--- src/mtep_pkg.sv ---
// Shared types and constants for the MIDI track event parser.
package mtep_pkg;

	localparam int DELTA_BYTES = 4;
	localparam int DELTA_W     = 28;
	localparam int CNT_W       = $clog2(DELTA_BYTES + 1);

	localparam logic [2:0] PH_DELTA  = 3'd0;
	localparam logic [2:0] PH_STATUS = 3'd1;
	localparam logic [2:0] PH_NOTE   = 3'd2;
	localparam logic [2:0] PH_VEL    = 3'd3;
	localparam logic [2:0] PH_SKIP   = 3'd4;
	localparam logic [2:0] PH_MTYPE  = 3'd5;
	localparam logic [2:0] PH_LEN    = 3'd6;

	localparam logic [3:0] HI_NOTE_OFF = 4'h8;
	localparam logic [3:0] HI_NOTE_ON  = 4'h9;
	localparam logic [3:0] HI_POLY_AT  = 4'hA;
	localparam logic [3:0] HI_CTRL     = 4'hB;
	localparam logic [3:0] HI_PROGRAM  = 4'hC;
	localparam logic [3:0] HI_CHAN_AT  = 4'hD;
	localparam logic [3:0] HI_BEND     = 4'hE;

	localparam logic [7:0] META_STATUS   = 8'hFF;
	localparam logic [7:0] META_END_TYPE = 8'h2F;

	localparam logic KIND_NOTE = 1'b0;
	localparam logic KIND_END  = 1'b1;

	typedef struct packed {
		logic               kind;
		logic [6:0]         note_number;
		logic [6:0]         velocity;
		logic               note_on;
		logic [DELTA_W-1:0] delta_ticks;
	} event_t;

	typedef struct packed {
		logic res_valid;
		logic ended;
	} dec_status_t;

endpackage

--- src/mtep_if.sv ---
// Handshake channels for track bytes and parsed events.
interface mtep_byte_if;
	logic       valid;
	logic       ready;
	logic [7:0] track_byte;

	modport source (output valid, output track_byte, input ready);
	modport sink   (input valid, input track_byte, output ready);
endinterface

interface mtep_event_if;
	logic        valid;
	logic        ready;
	logic        kind;
	logic [6:0]  note_number;
	logic [6:0]  velocity;
	logic        note_on;
	logic [27:0] delta_ticks;

	modport source (output valid, output kind, output note_number, output velocity,
		output note_on, output delta_ticks, input ready);
	modport sink   (input valid, input kind, input note_number, input velocity,
		input note_on, input delta_ticks, output ready);
endinterface

--- src/mtep_decoder.sv ---
// Parser state and byte decode: one byte is consumed per step.
module mtep_decoder
	import mtep_pkg::*;
(
	input  logic        clk,
	input  logic        arst_n,
	input  logic        step,
	input  logic [7:0]  byte_in,
	output dec_status_t status,
	output event_t      res
);

	logic [2:0]         phase_q, phase_d;
	logic [DELTA_W-1:0] acc_q, acc_d, acc_base;
	logic [CNT_W-1:0]   cnt_q, cnt_d, cnt_inc;
	logic               run_on_q, run_on_d;
	logic               kind_on_q, kind_on_d;
	logic [6:0]         note_q, note_d;
	logic [7:0]         skip_q, skip_d;
	logic               meta_end_q, meta_end_d;
	logic               ended_q, ended_d;
	logic [3:0]         hi;

	assign hi       = byte_in[7:4];
	assign acc_base = (cnt_q == '0) ? '0 : acc_q;
	assign cnt_inc  = cnt_q + CNT_W'(1);

	always_comb begin
		phase_d    = phase_q;
		acc_d      = acc_q;
		cnt_d      = cnt_q;
		run_on_d   = run_on_q;
		kind_on_d  = kind_on_q;
		note_d     = note_q;
		skip_d     = skip_q;
		meta_end_d = meta_end_q;
		ended_d    = ended_q;
		if (!ended_q) begin
			unique case (phase_q)
				PH_DELTA: begin
					acc_d = {acc_base[DELTA_W-8:0], byte_in[6:0]};
					cnt_d = cnt_inc;
					if (!byte_in[7] || cnt_inc >= CNT_W'(DELTA_BYTES)) begin
						cnt_d   = '0;
						phase_d = PH_STATUS;
					end
				end
				PH_STATUS: begin
					priority if (!byte_in[7]) begin
						kind_on_d = run_on_q;
						note_d    = byte_in[6:0];
						phase_d   = PH_VEL;
					end else if (hi == HI_NOTE_ON || hi == HI_NOTE_OFF) begin
						run_on_d  = (hi == HI_NOTE_ON);
						kind_on_d = (hi == HI_NOTE_ON);
						phase_d   = PH_NOTE;
					end else if (hi == HI_POLY_AT || hi == HI_CTRL || hi == HI_BEND) begin
						skip_d  = 8'd2;
						phase_d = PH_SKIP;
					end else if (hi == HI_PROGRAM || hi == HI_CHAN_AT) begin
						skip_d  = 8'd1;
						phase_d = PH_SKIP;
					end else if (byte_in == META_STATUS) begin
						phase_d = PH_MTYPE;
					end else begin
						meta_end_d = 1'b0;
						phase_d    = PH_LEN;
					end
				end
				PH_NOTE: begin
					note_d  = byte_in[6:0];
					phase_d = PH_VEL;
				end
				PH_VEL: begin
					phase_d = PH_DELTA;
				end
				PH_SKIP: begin
					skip_d = skip_q - 8'd1;
					if (skip_q == 8'd1) begin
						phase_d = PH_DELTA;
					end
				end
				PH_MTYPE: begin
					meta_end_d = (byte_in == META_END_TYPE);
					phase_d    = PH_LEN;
				end
				PH_LEN: begin
					if (meta_end_q) begin
						ended_d    = 1'b1;
						meta_end_d = 1'b0;
						phase_d    = PH_DELTA;
					end else begin
						skip_d  = byte_in;
						phase_d = (byte_in == 8'd0) ? PH_DELTA : PH_SKIP;
					end
				end
				default: begin
					phase_d = PH_DELTA;
				end
			endcase
		end
	end

	always_ff @(posedge clk or negedge arst_n) begin
		if (!arst_n) begin
			phase_q    <= PH_DELTA;
			acc_q      <= '0;
			cnt_q      <= '0;
			run_on_q   <= 1'b0;
			kind_on_q  <= 1'b0;
			note_q     <= '0;
			skip_q     <= '0;
			meta_end_q <= 1'b0;
			ended_q    <= 1'b0;
		end else if (step) begin
			phase_q    <= phase_d;
			acc_q      <= acc_d;
			cnt_q      <= cnt_d;
			run_on_q   <= run_on_d;
			kind_on_q  <= kind_on_d;
			note_q     <= note_d;
			skip_q     <= skip_d;
			meta_end_q <= meta_end_d;
			ended_q    <= ended_d;
		end
	end

	always_comb begin
		status.ended     = ended_q;
		status.res_valid = !ended_q && ((phase_q == PH_VEL) || (phase_q == PH_LEN && meta_end_q));
		res.delta_ticks  = acc_q;
		if (phase_q == PH_VEL) begin
			res.kind        = KIND_NOTE;
			res.note_number = note_q;
			res.velocity    = byte_in[6:0];
			res.note_on     = kind_on_q && (byte_in[6:0] != 7'd0);
		end else begin
			res.kind        = KIND_END;
			res.note_number = '0;
			res.velocity    = '0;
			res.note_on     = 1'b0;
		end
	end

endmodule

--- src/midi_track_event_parser_unit.sv ---
// Top level of the MIDI track event parser: input register, decoder, result register.
// An accepted byte is held in the input register and decoded from there; a result is
// loaded into the result register and is then valid on the output.
// Throughput is one byte per cycle while the result register is free or being drained.
// Reset clears the parser state and both valid bits; the parser then expects a delta time.
module midi_track_event_parser_unit
	import mtep_pkg::*;
(
	input  logic                clk,
	input  logic                arst_n,
	mtep_byte_if.sink           track,
	mtep_event_if.source        events
);

	logic        valid_s1;
	logic [7:0]  byte_s1;
	logic        out_valid_q;
	event_t      out_q;
	dec_status_t dec_status;
	event_t      dec_res;
	logic        out_free;
	logic        advance;
	logic        load;

	assign out_free    = !out_valid_q || events.ready;
	assign advance     = valid_s1 && (!dec_status.res_valid || out_free);
	assign load        = advance && dec_status.res_valid;
	assign track.ready = !valid_s1 || advance;

	always_ff @(posedge clk or negedge arst_n) begin
		if (!arst_n) begin
			valid_s1 <= 1'b0;
		end else if (track.ready) begin
			valid_s1 <= track.valid;
		end
	end

	always_ff @(posedge clk) begin
		if (track.ready && track.valid) begin
			byte_s1 <= track.track_byte;
		end
	end

	mtep_decoder u_decoder (
		.clk     (clk),
		.arst_n  (arst_n),
		.step    (advance),
		.byte_in (byte_s1),
		.status  (dec_status),
		.res     (dec_res)
	);

	always_ff @(posedge clk or negedge arst_n) begin
		if (!arst_n) begin
			out_valid_q <= 1'b0;
		end else if (out_free) begin
			out_valid_q <= load;
		end
	end

	always_ff @(posedge clk) begin
		if (load) begin
			out_q <= dec_res;
		end
	end

	assign events.valid       = out_valid_q;
	assign events.kind        = out_q.kind;
	assign events.note_number = out_q.note_number;
	assign events.velocity    = out_q.velocity;
	assign events.note_on     = out_q.note_on;
	assign events.delta_ticks = out_q.delta_ticks;

	a_ended_sticks: assert property (@(posedge clk) disable iff (!arst_n)
		dec_status.ended |=> dec_status.ended)
		else $error("Track end flag cleared without reset.");

	a_no_result_after_end: assert property (@(posedge clk) disable iff (!arst_n)
		events.valid && events.ready && events.kind |=> !events.valid)
		else $error("Result issued after the end of track.");

	a_rise_from_load: assert property (@(posedge clk) disable iff (!arst_n)
		$rose(events.valid) |-> $past(load))
		else $error("Output valid rose without a decoded result.");

endmodule

--- src/flat_wrapper.sv ---
// flat-port wrapper written by rule: the top's interface ports become plain ports
module midi_track_event_parser_unit_flat import mtep_pkg::*;
  (clk, arst_n, track_valid, track_track_byte, track_ready, events_valid, events_kind, events_note_number, events_velocity, events_note_on, events_delta_ticks, events_ready);
  mtep_byte_if track_i ();
  mtep_event_if events_i ();
  input  logic clk;
  input  logic arst_n;
  input wire logic [$bits(track_i.valid)-1:0] track_valid;
  input wire logic [$bits(track_i.track_byte)-1:0] track_track_byte;
  output wire logic [$bits(track_i.ready)-1:0] track_ready;
  output wire logic [$bits(events_i.valid)-1:0] events_valid;
  output wire logic [$bits(events_i.kind)-1:0] events_kind;
  output wire logic [$bits(events_i.note_number)-1:0] events_note_number;
  output wire logic [$bits(events_i.velocity)-1:0] events_velocity;
  output wire logic [$bits(events_i.note_on)-1:0] events_note_on;
  output wire logic [$bits(events_i.delta_ticks)-1:0] events_delta_ticks;
  input wire logic [$bits(events_i.ready)-1:0] events_ready;
  assign track_i.valid = track_valid;
  assign track_i.track_byte = track_track_byte;
  assign track_ready = track_i.ready;
  assign events_valid = events_i.valid;
  assign events_kind = events_i.kind;
  assign events_note_number = events_i.note_number;
  assign events_velocity = events_i.velocity;
  assign events_note_on = events_i.note_on;
  assign events_delta_ticks = events_i.delta_ticks;
  assign events_i.ready = events_ready;
  midi_track_event_parser_unit u_core (.clk(clk), .arst_n(arst_n), .track(track_i), .events(events_i));
endmodule
--- config.mk ---
export PLATFORM = sky130hd
export DESIGN_NAME = midi_track_event_parser_unit_flat
export DESIGN_NICKNAME = d
export VERILOG_FILES = /design/src/mtep_pkg.sv /design/src/mtep_if.sv /design/src/mtep_decoder.sv /design/src/midi_track_event_parser_unit.sv /design/src/flat_wrapper.sv
export SDC_FILE = /design/constraint.sdc
export NUM_CORES = 1
export LEC_CHECK = 0
export ABC_AREA = 1
export BUFFER_PORTS_ARGS = -buffer_cell sky130_fd_sc_hd__buf_2
export CELL_PAD_IN_SITES_DETAIL_PLACEMENT = 1
export CELL_PAD_IN_SITES_GLOBAL_PLACEMENT = 1
export CORE_ASPECT_RATIO = 0.7
export CORE_MARGIN = 2
export CORE_UTILIZATION = 45
export DETAILED_ROUTE_END_ITERATION = 10
export PLACE_DENSITY_LB_ADDON = 0.1
export SLEW_MARGIN = 20
export SYNTH_ARGS = -nofsm -noshare
export SYNTH_HDL_FRONTEND = slang
export SYNTH_SLANG_ARGS = --single-unit
--- constraint.sdc ---
create_clock -name clk -period 3.3 [get_ports clk]
set_clock_uncertainty 0.1 [all_clocks]
set_input_delay 0.33 -clock clk [delete_from_list [all_inputs] [get_ports clk]]
set_output_delay 0.33 -clock clk [all_outputs]
set_load 0.02 [all_outputs]
Word level (Yosys, flattened, before mapping)
Cells that the tools add are included.
Widths: inputs -> output; s select.
{"block": "classes", "addsub": 2, "order_cmp": 1, "eq_ne": 27, "mux": 32, "bitwise_logic": 1, "n_reduce_logical": 34}
{"operator": "$mux 8", "n": 5}
{"operator": "$eq 4x4->1 const B", "n": 7}
{"operator": "$pmux 8 s3", "n": 1}
{"operator": "$mux 21", "n": 1}
{"operator": "$mux 3", "n": 7}
{"operator": "$ne 2x2->1 const B", "n": 9}
{"operator": "$pmux 3 s6", "n": 1}
{"operator": "$mux 16", "n": 1}
{"operator": "$pmux 7 s2", "n": 1}
{"operator": "$reduce_and 4->1", "n": 3}
{"operator": "$mux 1", "n": 10}
{"operator": "$eq 3x3->1 const B", "n": 3}
{"operator": "$logic_or 1x1->1", "n": 9}
{"operator": "$eq 8x1->1 const B", "n": 1}
{"operator": "$eq 8x6->1 const B", "n": 1}
{"operator": "$eq 8x8->1 const B", "n": 1}
{"operator": "$logic_not 8->1", "n": 1}
{"operator": "$reduce_and 8->1", "n": 1}
{"operator": "$sub 8x1->8 const B", "n": 1}
{"operator": "$mux 7", "n": 1}
{"operator": "$reduce_and 7->1", "n": 1}
{"operator": "$reduce_bool 7->1", "n": 1}
{"operator": "$eq 3x2->1 const B", "n": 2}
{"operator": "$logic_and 1x1->1", "n": 6}
{"operator": "other kinds (14)", "n": 22}
{"block": "word_totals", "regBits": 107, "input_bits": 12, "output_inout_bits": 46, "word_cells": 114}

Logic depth before layout (Yosys ltp)
Gate-level depths: netlist (run 1).
{"block": "logic_depth", "ltp_word": 9, "ltp_mapped": 10, "depth_no_buf": 10}

Hierarchy
A second synthesis (run 1) with hierarchy kept.
{"block": "unflattened", "hier_cells": 450, "area_unflattened_um2": 4555.6}
{"mod": "mtep_decoder", "n_inst": 1, "cells_per_inst": 383, "area_each_um2": 2881.5}
{"mod": "midi_track_event_parser_unit", "n_inst": 1, "cells_per_inst": 67, "area_each_um2": 1674.1}

Least setup slack after synthesis (run 1)
No wires, ideal clock.
{"block": "synth_timing", "path_kind": "register to register", "from": "register u_core.u_decoder.phase_q[1]", "to": "register u_core.out_q, in the netlist u_core.events.delta_ticks[0], enable pin", "setup_ns": 0.398, "arrival_time_ns": 1.955, "required_ns": 2.802, "setup_slack_ns": 0.847, "path_stages_with_launch": 9, "path_buffers": 1, "synth_period_minus_slack_ns": 2.453, "cell_sequence": "dfrtp_1 > buf_2 > nand3_2 > nand2_2 > nand2_4 > nand2_2 > nor2_4 > nand2_1 > inv_1"}
{"block": "synth_between", "elab_chain_len": 8, "elab_cells_between_ends": 9}
{"element": "from (decl)", "line_no": "mtep_decoder.sv:13", "rtl": "logic [2:0] phase_q, phase_d;"}
{"element": "from (signal assigned)", "line_no": "mtep_decoder.sv:116", "rtl": "phase_q <= phase_d;"}
{"element": "$eq 3x3->1", "line_no": "mtep_decoder.sv:130", "rtl": "status.res_valid = !ended_q && ((phase_q == PH_VEL) || (phase_q == PH_LEN && meta_end_q));"}
{"element": "$logic_and 1x1->1", "line_no": "mtep_decoder.sv:130"}
{"element": "$logic_or 1x1->1 *", "line_no": "mtep_decoder.sv:130"}
{"element": "$logic_and 1x1->1 *", "line_no": "mtep_decoder.sv:130"}
{"element": "$logic_not 1->1", "line_no": "midi_track_event_parser_unit.sv:26", "rtl": "assign advance = valid_s1 && (!dec_status.res_valid || out_free);"}
{"element": "$logic_or 1x1->1", "line_no": "midi_track_event_parser_unit.sv:26"}
{"element": "$logic_and 1x1->1", "line_no": "midi_track_event_parser_unit.sv:26"}
{"element": "$logic_and 1x1->1 *", "line_no": "midi_track_event_parser_unit.sv:27", "rtl": "assign load = advance && dec_status.res_valid;"}
{"element": "named net u_core.load", "line_no": "midi_track_event_parser_unit.sv:23", "rtl": "logic load;"}
{"element": "to (signal assigned)", "line_no": "midi_track_event_parser_unit.sv:63", "rtl": "out_q <= dec_res;"}
{"element": "to (decl)", "line_no": "midi_track_event_parser_unit.sv:18", "rtl": "event_t out_q;"}
Mark *: on every way through the listed nets, which the timed path passes. The rest lies on a longest branch.
A chain may end at the register's enable or synchronous reset.

Final worst setup path (run 1)
{"block": "layout_timing", "from": "register u_core.u_decoder.phase_q[0]", "to": "register u_core.out_q, in the netlist u_core.events.note_number[3], enable pin"}
Same word-level chain as after synthesis.

==> out/results.tsv, run 1 <==
stage	metric	value	unit
logic_synthesis	synth_fa_ha_area_share	1.110	%
setup_path	arrival	2.60	ns
logic_synthesis	synth_top_family_by_area	simple AND/OR/NAND/NOR gates	
logic_synthesis	synth_fp_nets	462	
sta	fmax	375.9	MHz
finish	area_delta_synth_final	15.73	%
floorplanning	chipWidth	123.6	um
logic_synthesis	synthMuxAreaShare	0	%
route	dr.pass1.iters	4	
clock_network	htree_levels	3	
route	drc	0	
route	wl_per_cell	16.70	um
sta	period_share	80.60	%
clock_network	clk_path_buf_depth	2	
finish	drive_above_1_share	18.59	%
clock_network	cts_tree	built	
setup_path	path_class	flip-flop to flip-flop	
floorplanning	start_util	46.38	%
logic_synthesis	synthFlopType	dfrtp_1	
logic_synthesis	post_synth.cell_area_avg	10.11	um^2
route	maxUsedRoutingLayer	met4	
power_and_ir_drop	vdd_drop_max	418.9	uV
logic_synthesis	ys_seq_area_share	65.15	%
setup_path	cp-end-kind	flip-flop	
floorplanning	core_area	9722	um^2
logic_synthesis	synth_edf_count	52	
grt	overflow	0	
sta	rsz0062_at_grt	no	
clock_network	clock-sinks	107	
route	met3_length	478	um
run_status	status	complete, no violations	
logic_synthesis	synth_xor_area_share	0.1942	%
setup_path	critPathMaxStageDelay	0.49	ns
sta	period_needed	2.660	ns
route	drt_iter0_markers	219	
setup_path	slowest_stage	dfrtp_1	
grt	antenna_found_initial	0	
logic_synthesis	synth.area.top_cells	edfxtp_1 (35%), dfrtp_1 (31%), nand2_1 (11%), o21ai_0 (4.0%), inv_1 (3.2%)	
logic_synthesis	synth_commonest_cells	nand2_1 (130), dfrtp_1 (55), edfxtp_1 (52)	
floorplanning	die_area	10850	um^2
logic_synthesis	yosysMostFrequentCell	nand2_1	
sta	relSlewSlack	51.13	%
setup_path	path_common_cell	nand2_2	
clock_network	clk_root_buffer_cell	clkbuf_16	
setup_path	critPathMaxFanout	24	
grt	grtUsageTotal	21.93	%
power_and_ir_drop	power_density	485.9	nW/um^2
logic_synthesis	yosys_warnings	0	
clock_network	path_clk_slew	0.07	ns
placement	dp_hpwl	7708	um
logic_synthesis	synth_seq_cells	107	
route	routed_via_density	5.127	
logic_synthesis	synthSimpleGateAreaFrac	20.75	%
grt	grt_max_degree	44	
logic_synthesis	netlist.area_leader.share	34.63	%
grt	grt_pass1_vias	3372	
finish	stdcell_area	5219	um^2
logic_synthesis	synthArstFlopShare	51.40	%
setup_path	cp.required	3.24	ns
floorplanning	pin_count	58	
placement	io_buffers	57	
logic_synthesis	syn-cell-area	4509	um^2
setup_path	path_delay_family	simple AND/OR/NAND/NOR gates	
floorplanning	fp.dieH	87.75	um
setup_path	worstSetupStartpointType	flip-flop	
power_and_ir_drop	p_leak	2.448	nW
clock_network	cts_buffers	9	
logic_synthesis	ys_types	34	
sta	worstMarginPinSlew	0.7312	ns
setup_path	path_buf_inv	2	
sta	finalMaxSlewViolations	0	
route	drtAntennaViolNets	0	
sta	tns	0	ns
route	wl_met1	5241	um
clock_network	clkLatencyLatePin	0.34	ns
route	vias	3276	
setup_path	path_cells	nand3_2, nand2_2, nand2_4, nand2_2, nor2_4, nand2_1, inv_2, buf_12	
sta	finalSetupViolCount	0	
clock_network	cts_resized	0	
route	wl_met2	4883	um
logic_synthesis	synth_compound_area_share	7.186	%
logic_synthesis	syn-instance-count	446	
route	wirelength	10670	um
floorplanning	rows	30	
finish	n_antenna_cell	0	
finish	finalNetCount	522	
placement	place_congestion	0.8293	
grt	grt_pass1_wl	17730	um
min_path	hold_path_class	input port to flip-flop	
placement	postPlaceCellArea	4913	um^2
flow_run	cap_viol_max_count	0	
logic_synthesis	synth_top_cell_by_area	edfxtp_1	
finish	nFillCells	1133	
sta	hold_violations	0	
[cell families after synthesis]
family / Yosys count
flip-flops: 107
buffers and inverters: 57
AND/OR/NAND/NOR: 217
AO/OA/AOI/OAI: 60
XOR/XNOR: 1
adder cells (fa/ha/maj): 4
[worst register-to-register path, stage by stage (launching register included)]
cell,delay [ns]
dfrtp_1,0.49
nand3_2,0.34
nand2_2,0.15
nand2_4,0.11
nand2_2,0.08
nor2_4,0.30
nand2_1,0.14
inv_2,0.40
buf_12,0.25
[state kept, by name, summed over array words and instances (netlist names)]
| register | count |
|---|---|
| u_core.u_decoder.run_on_q | 1 |
| u_core.events.delta_ticks | 28 |
| u_core.u_decoder.acc_q | 28 |
| u_core.u_decoder.note_q | 7 |
| u_core.valid_s1 | 1 |
| u_core.u_decoder.cnt_q | 3 |
| u_core.events.kind | 1 |
| u_core.u_decoder.phase_q | 3 |
| u_core.events.note_on | 1 |
| u_core.byte_s1 | 8 |
| u_core.u_decoder.skip_q | 8 |
| u_core.u_decoder.meta_end_q | 1 |
| u_core.events.note_number | 7 |
| u_core.events.valid | 1 |
| u_core.u_decoder.kind_on_q | 1 |
| u_core.u_decoder.ended_q | 1 |
| u_core.events.velocity | 7 |
[layout by cell type, fill, tap and decap left out, types with 2 or more instances in the layout]
master / n
ha_1: 4
o21ai_1: 13
nand3_2: 3
inv_6: 2
a21oi_1: 3
nor3_1: 4
o221ai_1: 2
nand2_1: 130
buf_2: 56
nor2_1: 34
nand2_2: 2
nand3_1: 29
o21ai_0: 36
nor2_2: 2
inv_2: 5
clkbuf_16: 9
buf_4: 5
nand4_1: 6
o21ai_2: 3
edfxtp_1: 52
inv_1: 38
dfrtp_1: 55
[layer usage]
layer  vias up  track usage (%)
li1       1597                -
met3         5            4.818
met5         -                0
met2        78            34.42
met4         0            4.339
met1      1596            31.80
[report_power, final]
part	internal, W	switching (W)
registers	0.00140	0.0000152
logic	0.0000136	0.0000416
clock network	0.000591	0.000475
total	0.00200	0.000532
[path summary, 6_finish.rpt]
check                                            startpoint                            end  slack (ns)  cells after the start
worst max-delay path            u_core.u_decoder.phase_q[0]   u_core.events.note_number[3]        0.64                      8
worst min-delay path                    track_track_byte[7]              u_core.byte_s1[7]        0.06                      1
worst max register to register  u_core.u_decoder.phase_q[0]   u_core.events.note_number[3]        0.64                      8
worst min register to register   u_core.u_decoder.acc_q[22]  u_core.events.delta_ticks[22]        0.35                      0
max in group asynchronous                            arst_n     u_core.u_decoder.acc_q[13]        2.07                      3
min in group asynchronous                            arst_n    u_core.u_decoder.phase_q[2]        0.45                      2
[what timing repair did]
item / 4_1_cts / 5_1_grt
hold buffers: 0 / 1
buffers inserted: 0 / 0
hold endpoints to repair: 0 / 41
[through the flow]
stage	util, %	setup slack [ns]	std cells	hold slack (ns)	power, W
final	53.68	0.6400	639	0.06038	0.002536
after global placement	50.54	0.7434	622	0.3337	0.001497
after global routing	53.68	0.4136	639	0.04324	0.002622
after detailed placement	50.54	0.6357	622	0.3344	0.001498
after CTS	53.55	0.6297	638	0.05188	0.002558
after floorplan	-	0.8470	446	-0.06559	0.001457
[area by class of cell]
cell class / count / area [um^2] / area share [%]
clock inverter: 6 / 63.81 / 1.223
sequential: 107 / 2938 / 56.29
clock buffer: 10 / 229.0 / 4.387
timing repair buffer: 63 / 347.8 / 6.665
tap: 128 / 160.2 / 3.069
inverter: 43 / 161.4 / 3.093
multi-input combinational: 282 / 1319 / 25.27
Power figures use the tool's default switching activity.
==> run 2, diff against run 1 <==
Clock period 3.3 ns to 2.45 ns, I/O delays scaled along.
==> out/results.tsv, run 2 (synthesis results as in run 1) <==
stage	metric	value	unit	change
setup_path	worstSetupStartpoint	u_core.u_decoder.phase_q[0]		
setup_path	path_delay_family	simple AND/OR/NAND/NOR gates		
floorplanning	core_area	9722	um^2	unchanged
grt	grt_max_degree	60		+36%
route	wirelength	10980	um	+2.9%
placement	dp_hpwl	7786	um	+1.0%
sta	worstMarginPinSlew	0.6674	ns	-0.06383 ns
placement	io_buffers	57		unchanged
floorplanning	start_util	46.38	%	unchanged
sta	finalSetupViolCount	0		unchanged
setup_path	path_class	flip-flop to flip-flop		
setup_path	critPathMaxStageDelay	0.52	ns	+0.03 ns
finish	stdcell_area	5331	um^2	+2.2%
grt	grtUsageMet1	30.91	%	-0.90 points
min_path	hold_path_class	input port to flip-flop		
setup_path	path_common_cell	nand2_2		
setup_path	critPathMaxFanout	40		+67%
clock_network	clk_path_buf_depth	2		unchanged
min_path	hp-start	track_valid		
clock_network	cts_buffers	9		unchanged
grt	grt_pass1_vias	3412		+1.2%
setup_path	reg2reg_to	u_core.events.delta_ticks[10]		
finish	n_antenna_cell	0		unchanged
route	wl_per_cell	16.95	um	+1.5%
sta	period_needed	2.153	ns	-0.5069 ns
sta	period_share	87.88	%	+7.3 points
grt	grt_use_met3	5.729	%	+0.91 points
clock_network	path_clk_slew	0.07	ns	about the same
grt	grt_use_met2	35.01	%	+0.60 points
setup_path	reg2reg_slack	0.30	ns	-0.34 ns
placement	postPlaceCellArea	4950	um^2	+0.74%
power_and_ir_drop	power_density	637.9	nW/um^2	+31%
setup_path	arrival	2.08	ns	-0.52 ns
power_and_ir_drop	vdd_drop_max	420.3	uV	+0.32%
route	drtAntennaViolNets	0		unchanged
clock_network	htree_levels	3		unchanged
floorplanning	chipWidth	123.6	um	unchanged
finish	final_cell_mix	nand2_1 (130), buf_2 (57), dfrtp_1 (55)		
clock_network	clkLatencyLatePin	0.34	ns	about the same
power_and_ir_drop	p_leak	2.488	nW	+1.6%
floorplanning	rows	30		unchanged
setup_path	slowest_stage	dfrtp_1		
finish	finalNetCount	531		+1.7%
sta	fmax	464.5	MHz	+24%
setup_path	worstSetupStartpointType	flip-flop		
grt	busiest_layer	met2		
sta	holdWs	0.04173	ns	-0.01865 ns
finish	final_util	54.84	%	+1.2 points
setup_path	r2r-start	u_core.u_decoder.phase_q[0]		
sta	hold_violations	0		unchanged
run_status	status	complete, no violations		
clock_network	clk_root_buffer_cell	clkbuf_16		
floorplanning	die_area	10850	um^2	unchanged
route	routed_via_density	5.165		+0.75%
route	drc	0		unchanged
grt	antenna_found_initial	0		unchanged
floorplanning	fp.dieH	87.75	um	unchanged
min_path	holdPathStages	3		+2
route	vias	3347		+2.2%
clock_network	clock-sinks	107		unchanged
power_and_ir_drop	total_power	0.003401	W	+34%
setup_path	cp-end-kind	flip-flop		
finish	area_delta_synth_final	18.23	%	
setup_path	cp.required	2.38	ns	-0.86 ns
clock_network	cts_tree	built		
grt	grtUsageTotal	22.15	%	+0.22 points
setup_path	path_buf_inv	3		+1
finish	drive_above_1_share	18.27	%	-0.32 points
sta	tns	0	ns	unchanged
setup_path	path_cells	inv_2, nand4_1, nand2_2, nand2_4, nand2_2, nor2_4, nand2_1, clkinvlp_4, buf_12		
placement	place_congestion	0.8790		+6.0%
clock_network	postCtsSetupBuffers	0		unchanged
sta	rsz0062_at_grt	no		
sta	relSlewSlack	55.51	%	+4.4 points
grt	overflow	0		unchanged
setup_path	reg2regPathDepth	9		+1
min_path	holdPathEnd	u_core.valid_s1		
floorplanning	pin_count	58		unchanged
grt	grt_pass1_wl	17860	um	+0.70%
sta	finalMaxSlewViolations	0		unchanged
route	dr.pass1.iters	4		unchanged
finish	nFillCells	1076		-5.0%
finish	final_common_cell	nand2_1		
flow_run	cap_viol_max_count	0		unchanged
route	drt_iter0_markers	172		-21%
## run 2: changes by cell type in the layout (fill, tap and decap cells not counted), moves of 2 or more
cell           delta
inv_6             -2
buf_12            +2
buf_4             -2
dlygate4sd3_1     +8
## run 2: repair_timing
item,in CTS,in global routing
resized for setup,0,0
endpoints found under the hold margin,33,0
hold buffers,9,0
## run 2: metrics by stage
step	cells	setup slack, ns
2_1_floorplan	446	0.1621
3_3_place_gp	623	0.4460
3_5_place_dp	623	0.3166
4_1_cts	648	0.3086
5_1_grt	648	0.1816
6_report	648	0.2969
## run 2: how the worst max path moves through the flow
| stage | end | depth (start not counted) | slack, ns |
|---|---|---|---|
| after floorplan | u_core.events.delta_ticks[0] | 7 | 0.16 |
| after global placement | u_core.events.delta_ticks[2] | 9 | 0.45 |
| after detailed placement | u_core.events.delta_ticks[20] | 9 | 0.32 |
| after CTS | u_core.events.delta_ticks[20] | 9 | 0.31 |
| after global routing | u_core.events.delta_ticks[2] | 9 | 0.18 |
| final | u_core.events.delta_ticks[10] | 9 | 0.30 |
## run 2: area by class of cell
class | count | area, um^2 | share of cell area [%]
inverters | 43 | 165.2 | 3.098
multi-input cells | 282 | 1319 | 24.74
flip-flops and latches | 107 | 2938 | 55.10
clock inverters | 3 | 20.02 | 0.3755
well taps | 128 | 160.2 | 3.004
repair buffers | 72 | 457.9 | 8.590
clock buffers | 13 | 271.5 | 5.093
## run 2: layer usage
layer | up-vias | part of all wire [%]
li1 | 1612 | -
met4 | 0 | 1.0
met3 | 9 | 5.4
met5 | - | 0
met1 | 1648 | 47
met2 | 78 | 46
## run 2: where the power goes
group	total (W)	switching (W)	internal, W
sequential	0.00191	0.0000208	0.00189
clock	0.00141	0.000630	0.000779
combinational	0.0000843	0.0000570	0.0000273
total	0.00340	0.000708	0.00269
## run 2: worst min-delay path: cells and delay by family
family	cells	cell delay [ns]
buffers and inverters	1	0.08
and+or+nand+nor	2	0.13
==> run 3, diff against run 2 <==
Settings changed: GPL_TIMING_DRIVEN from default to 0.
==> out/results.tsv, run 3 (synthesis results as in run 1) <==
stage	metric	value	unit	change
run_status	status	complete, no violations		
power_and_ir_drop	p_leak	2.523	nW	+1.4%
grt	grtUsageTotal	23.84	%	+1.7 points
route	wirelength	11830	um	+7.7%
finish	n_antenna_cell	0		unchanged
power_and_ir_drop	vdd_drop_max	485.9	uV	+16%
floorplanning	fp.dieH	87.75	um	unchanged
setup_path	cp-end-kind	flip-flop		
power_and_ir_drop	total_power	0.003508	W	+3.1%
route	drc	0		unchanged
setup_path	worstSetupStartpointType	flip-flop		
clock_network	postCtsSetupBuffers	0		unchanged
clock_network	clk_path_buf_depth	2		unchanged
grt	overflow	0		unchanged
floorplanning	rows	30		unchanged
grt	grt_max_degree	56		-6.7%
route	routed_via_density	5.177		+0.22%
sta	period_needed	2.369	ns	+0.2160 ns
finish	final_cell_mix	nand2_1 (129), buf_2 (59), dfrtp_1 (55)		
grt	grt_pass1_wl	19000	um	+6.4%
sta	holdWs	0.007811	ns	-0.03392 ns
clock_network	clk_root_buffer_cell	clkbuf_16		
clock_network	clock-sinks	107		unchanged
clock_network	path_clk_slew	0.07	ns	about the same
floorplanning	die_area	10850	um^2	unchanged
sta	worstMarginPinSlew	0.7421	ns	+0.07469 ns
floorplanning	core_area	9722	um^2	unchanged
grt	grt_pass1_vias	3554		+4.2%
floorplanning	chipWidth	123.6	um	unchanged
setup_path	path_class	flip-flop to flip-flop		
clock_network	htree_levels	3		unchanged
clock_network	cts_tree	built		
floorplanning	start_util	46.38	%	unchanged
setup_path	arrival	2.19	ns	+0.11 ns
setup_path	critPathMaxFanout	22		-45%
sta	relSlewSlack	50.53	%	-5.0 points
clock_network	clkLatencyLatePin	0.35	ns	about the same
route	drtAntennaViolNets	0		unchanged
sta	rsz0062_at_grt	yes		
finish	stdcell_area	5400	um^2	+1.3%
route	wl_per_cell	18.01	um	+6.2%
grt	antenna_found_initial	0		unchanged
sta	period_share	96.70	%	+8.8 points
finish	area_delta_synth_final	19.76	%	
sta	finalMaxSlewViolations	0		unchanged
clock_network	cts_buffers	9		unchanged
sta	hold_violations	0		unchanged
setup_path	cp.required	2.27	ns	-0.11 ns
finish	drive_above_1_share	19.28	%	+1.0 points
sta	layout_setup_ws	0.08087	ns	-0.2160 ns
floorplanning	pin_count	58		unchanged
route	vias	3401		+1.6%
sta	tns	0	ns	unchanged
placement	io_buffers	57		unchanged
route	dr.pass1.iters	4		unchanged
finish	finalNetCount	540		+1.7%
placement	dp_hpwl	8000	um	+2.8%
route	drt_iter0_markers	228		+33%
sta	fmax	422.1	MHz	-9.1%
sta	finalSetupViolCount	0		unchanged
power_and_ir_drop	power_density	649.6	nW/um^2	+1.8%
min_path	hold_path_class	input port to flip-flop		
flow_run	cap_viol_max_count	0		unchanged
placement	place_congestion	0.8711		-0.90%
finish	final_common_cell	nand2_1		
placement	postPlaceCellArea	4961	um^2	+0.23%
placement	pre_cts_ws	-0.4833	ns	-0.7999 ns
-- run 3: changes by cell type in the layout (fill, tap and decap cells not counted), moves of 2 or more --
cell	before	now
nand2_4	1	3
buf_6	0	4
clkbuf_1	2	5
buf_12	3	0
buf_2	57	59
-- run 3: worst paths after layout --
check | start | endpoint | slack, ns | depth (start not counted)
max in group asynchronous | arst_n | u_core.u_decoder.skip_q[1] | 1.35 | 2
worst min-delay path | track_valid | u_core.valid_s1 | 0.008 | 3
worst min register to register | u_core.u_decoder.acc_q[22] | u_core.events.delta_ticks[22] | 0.35 | 0
min in group asynchronous | arst_n | u_core.events.valid | 0.40 | 2
worst max register to register | u_core.u_decoder.phase_q[0] | u_core.events.delta_ticks[1] | 0.08 | 9
worst max-delay path | u_core.u_decoder.phase_q[0] | u_core.events.delta_ticks[1] | 0.08 | 9
-- run 3: final cells by class --
type,count,area [um^2]
fillers,1082,4322
flip-flops and latches,107,2938
multi-input cells,282,1339
repair buffers,66,377.9
clock buffers,12,256.5
inverters,43,170.2
well taps,128,160.2
plain buffers,14,93.84
clock inverters,4,57.56
repair inverters,1,7.507
-- run 3: report_power, final --
part           total [W]  switching, W  internal, W
logic          0.0000859     0.0000601    0.0000258
registers        0.00190     0.0000173      0.00189
clock network    0.00152      0.000661     0.000858
-- run 3: metal layers --
metal  GRT usage [%]  wire (um)  part of all wire (%)  vias to the layer above
met1           33.67       5585                    47                     1689
met5               0          0                     0                        -
met4           5.579        108                  0.91                        0
li1                -          -                     -                     1633
met2           37.91       5619                    47                       71
met3           5.404        518                   4.4                        8
-- run 3: what timing repair did --
| item | CTS | global route |
|---|---|---|
| setup endpoints to repair | 44 | 44 |
| pin swaps | 0 | 0 |
| hold endpoints to repair | 63 | 0 |
| resized for setup | 4 | 4 |
| hold buffers | 9 | 0 |
| cloned | 1 | 0 |
-- run 3: through the flow --
step	utilization, %	cells
after floorplan	-	446
after global placement	51.00	631
after detailed placement	51.03	631
after CTS	55.42	657
after global routing	55.55	657
final	55.55	657
-- run 3: worst max-delay path, cell delays in order (launching register included) --
cell and delay (ns):
dfrtp_1 0.37, buf_6 0.15, inv_6 0.06, nand4_1 0.19
nand2_2 0.20, nand2_4 0.11, nand2_4 0.10, nor2_4 0.06
nand2_4 0.11, clkinvlp_4 0.46
